[config.mk]
export PLATFORM = sky130hd
export DESIGN_NAME = bhpq_ram
export DESIGN_NICKNAME = d
export VERILOG_FILES = /design/src/hw/rtl/bhpq_ram.sv
export SDC_FILE = /design/constraint.sdc
export NUM_CORES = 1
export LEC_CHECK = 0
export BUFFER_PORTS_ARGS = -buffer_cell sky130_fd_sc_hd__buf_2
export CORE_MARGIN = 2
export CORE_UTILIZATION = 65
export DETAILED_ROUTE_END_ITERATION = 6
export PLACE_DENSITY = 0.89
export SLEW_MARGIN = 20
export SYNTH_ARGS = -nofsm -noshare
export SYNTH_HDL_FRONTEND = slang
export SYNTH_SLANG_ARGS = --single-unit
[constraint.sdc]
create_clock -name clock -period 3.34 [get_ports clock]
set_input_delay 0.167 -clock clock [delete_from_list [all_inputs] [get_ports clock]]
set_output_delay 0.167 -clock clock [all_outputs]
set_load 0.005 [all_outputs]
[src/hw/rtl/bhpq_ram.sv]
// bhpq_ram: generic single-port-write, dual-port-read ram with registered reads
// depends on nothing
module bhpq_ram #(
   parameter int WIDTH = 8,
   parameter int DEPTH = 16
) (
   input  logic                     clock,
   input  logic                     wr_en,
   input  logic [$clog2(DEPTH)-1:0] wr_addr,
   input  logic [WIDTH-1:0]         wr_data,
   input  logic [$clog2(DEPTH)-1:0] rd_addr_a,
   output logic [WIDTH-1:0]         rd_data_a,
   input  logic [$clog2(DEPTH)-1:0] rd_addr_b,
   output logic [WIDTH-1:0]         rd_data_b
);
   logic [WIDTH-1:0] mem_ff [DEPTH];

   always_ff @(posedge clock) begin
      if (wr_en) begin
         mem_ff[wr_addr] <= wr_data;
      end
      rd_data_a <= mem_ff[rd_addr_a];
      rd_data_b <= mem_ff[rd_addr_b];
   end
endmodule

# After elaboration in Yosys (flattened, before gate mapping)
# Memory sizes are Yosys's and may differ from the RTL's. A register that Yosys moved wholly into a read port is not among the register bits.
# Index checks and enable logic that the tools add are counted.
# classes
mux	2
# op_table
op	count
$mux W1	2
# totals
n_memories	1
wordCells	3
out_inout_bits	16
ram_bits	128
in_bits	22
reg_bits	0
# mem_list
name	depth	width	rd	rd_clocked_by_memory_dff	write_ports	line_no	rtl
mem_ff	16	8	2	2	1	16	logic [WIDTH-1:0] mem_ff [DEPTH];

# Depth between registers and ports, before layout
# logic_depth
word_depth	2
ltp_mapped	5

# Least setup slack after synthesis
# Ideal clock, no wire load.
# synth_path
path_type	in2reg
start	input wr_addr[2]
end	memory mem_ff[0][0] (enable)
setup_ns	0.383
path_slack_ns	1.680
required_time_ns	2.957
path_stages	2
path_buffers	0
arrival_time_ns	1.277
cell_sequence	or3b_2 > nor3_1
# synth_rtl
element	line_no	rtl
from (decl)	9	input logic [$clog2(DEPTH)-1:0] wr_addr,
to (decl)	16	
# No word-level cell before the write port.

==> results.tsv <==
stage	metric	value	unit
run_status	run status	complete, no violations	
setup_path	CP required	3.72	ns
timing	Setup Viol. Count Final	0	
clocking	CTS tree	yes	
routing	DR iter-0 viols	310	
layout	Synth-to-Final Area Change	12.5	%
grt	vias in the first global route	3508	
power_and_ir_drop	Pwr Density	583	nW/um2
placement	worst slack at placement	1.18	ns
logic_synthesis	register area share after synthesis	0.656	
placement	port bufs	37	
clocking	number of CTS-inserted buffers	17	
layout	commonest non-fill, non-tap cell in the layout	edfxtp_1	
power_and_ir_drop	VDD IR max	437	uV
logic_synthesis	Yosys Warn Count	0	
clocking	clock tree buffer depth	2	
setup_path	FF-to-FF End	rd_data_b[4]	
timing	worst setup margin	1.66	ns
grt	total track usage	0.296	
setup_path	Worst path depth	5	
timing	fin crit period	1.68	ns
floorplanning	initial core utilization	0.658	
logic_synthesis	Mapped Nets	329	
layout	share of cells above drive strength 1	0.307	
clocking	Post-CTS Setup Bufs	0	
floorplanning	Core Rows	36	
setup_path	critical path, cell by cell	buf_2 > buf_4 > mux4_1 > a22oi_1 > nand2_1	
setup_path	worst path bufs/invs	2	
routing	final WL	14.4	mm
setup_path	delay of the slowest critical-path stage	0.61	ns
placement	placed wire-length estimate	8.58	mm
min_path	hold path endpoint	mem_ff[9][0]	
routing	post-route ant nets	0	
min_path	Hold Crit Start	wr_data[0]	
routing	post-DR wirelength/cell	29.1	um
floorplanning	Die H	103	um
routing	vias per cell	7.06	
clocking	CTS H-tree depth	4	
floorplanning	Core ar.	9640	um2
timing	Rel. slew slack	0.295	
grt	initial antenna violation count	0	
timing	final setup skew	0.00792	ns
clocking	worst-skew pair later-pin latency	0.52	ns
timing	Max Freq	597	MHz
floorplanning	chip width	103	um
timing	RSZ-0062 raised after global routing	false	
routing	DR pass1 iterations	5	
setup_path	R2R depth	3	
setup_path	r2r startpoint	mem_ff[9][4]	
clocking	cts hold-fix bufs	0	
timing	final hold violations	0	
logic_synthesis	Netlist cell types	20	
setup_path	crit path DAT	2.06	ns
timing	Slew Viols, Final	0	
setup_path	family with the most delay on the worst path	buffers and inverters	
min_path	Hold WC Path Type	in2reg	
layout	commonest cells after routing, fill and taps aside	128 x edfxtp_1, 37 x buf_2, 34 x mux4_2	
power_and_ir_drop	P_leak	0.00245	uW
grt	gr ovfl total	0	
layout	Layout Nets	370	
clocking	Clock Sinks	144	
grt	first-pass GRT wire length	21.3	mm
clocking	Root Driver	clkbuf_8	
setup_path	Setup crit start kind	input port	
min_path	Hold Path Depth	1	
setup_path	R2R setup slack	1.84	ns
timing	Worst-Margin Slew	1.05	ns
setup_path	CP max-delay cell	mux4_1	
setup_path	CP Class	in2reg	
layout	n_diodes	0	
job	max_cap viols	0	
routing	DRC	0	
floorplanning	die footprint	10600	um2
clocking	cts repair resizes	0	
logic_synthesis	#FFs+latches synth	144	
timing	Final Cycle Share	0.502	
logic_synthesis	mean post-synth cell area	20.7	um2
setup_path	crit-path max FO	20	
floorplanning	Ports	38	
logic_synthesis	Syn Inst Count	307	
setup_path	Setup crit end kind	register	
logic_synthesis	Cell Area, Synth	6350	um2
timing	final setup TNS	0	ns
clocking	clk slew on worst S/H paths	0.07	ns
grt	pin count of the biggest net entering global routing	33	
placement	routability congestion estimate	0.872	
setup_path	Worst setup startpoint	rd_addr_b[0]	
routing	vias post-DR	3487	
-- worst max path at each step --
stage,end,slack (ns)
after floorplan,mem_ff[0][0],1.68
after global placement,rd_data_b[4],1.24
after detailed placement,rd_data_b[4],1.18
after CTS,rd_data_b[4],1.67
after global routing,rd_data_b[4],1.62
final,rd_data_b[4],1.66
-- kinds of logic (layout without fill, tap and decap cells) --
group | after synthesis | in the layout | synth area share
muxes | 64 | 64 | 0.244
AOI/OAI and AO/OA | 32 | 32 | 0.0379
DFF | 144 | 144 | 0.656
buffers and inverters | 20 | 74 | 0.0272
and+or+nand+nor | 47 | 47 | 0.0343
-- per-stage QoR --
step            util  instance area, um2  total power, uW  std cells  hold slack (ns)
2_1_floorplan      -                6350             2250        307            0.266
3_3_place_gp   0.681                6570             2340        462            0.541
3_5_place_dp   0.681                6570             2360        462            0.544
4_1_cts        0.741                7140             4170        494          0.00937
5_1_grt        0.741                7140             4260        494           0.0301
6_report       0.741                7140             4160        494           0.0193
-- power by group --
part	switching [uW]	internal (uW)
clock	760	1070
combinational	158	130
sequential	23.1	2020
-- cell type report --
type                            count  area, um2
Sequential cell                   144       4160
Clock inverter                     14        155
Tap cell                          133        166
Timing Repair Buffer               42        223
Multi-Input combinational cell    143       2010
Fill cell                         544       2500
Clock buffer                       18        418
-- layer usage --
metal,wire [um],track usage,up-vias
li1,-,-,1423
met5,0,0,-
met3,1320,0.0542,25
met2,7330,0.480,234
met4,308,0.114,0
met1,5410,0.413,1805
-- Yosys cell counts, drive strengths merged --
cell type | number | area (um2)
edfxtp | 128 | 3840
mux4 | 64 | 1550
a22oi | 32 | 240
nand2 | 17 | 63.8
dfxtp | 16 | 320
buf | 14 | 113
nor2 | 14 | 52.6
clkdlybuf4s25 | 6 | 60.1
nor3 | 4 | 20.0
and2 | 2 | 12.5
and2b | 2 | 15.0
nand2b | 2 | 12.5
nand3b | 2 | 15.0
nor2b | 2 | 12.5
nand3 | 1 | 5.00
or3b | 1 | 8.76
-- state kept, by name, summed over array words and instances, names as in the netlist --
signal / count
rd_data_b: 8
rd_data_a: 8
mem_ff: 128
(Power assumes the default switching activity.)
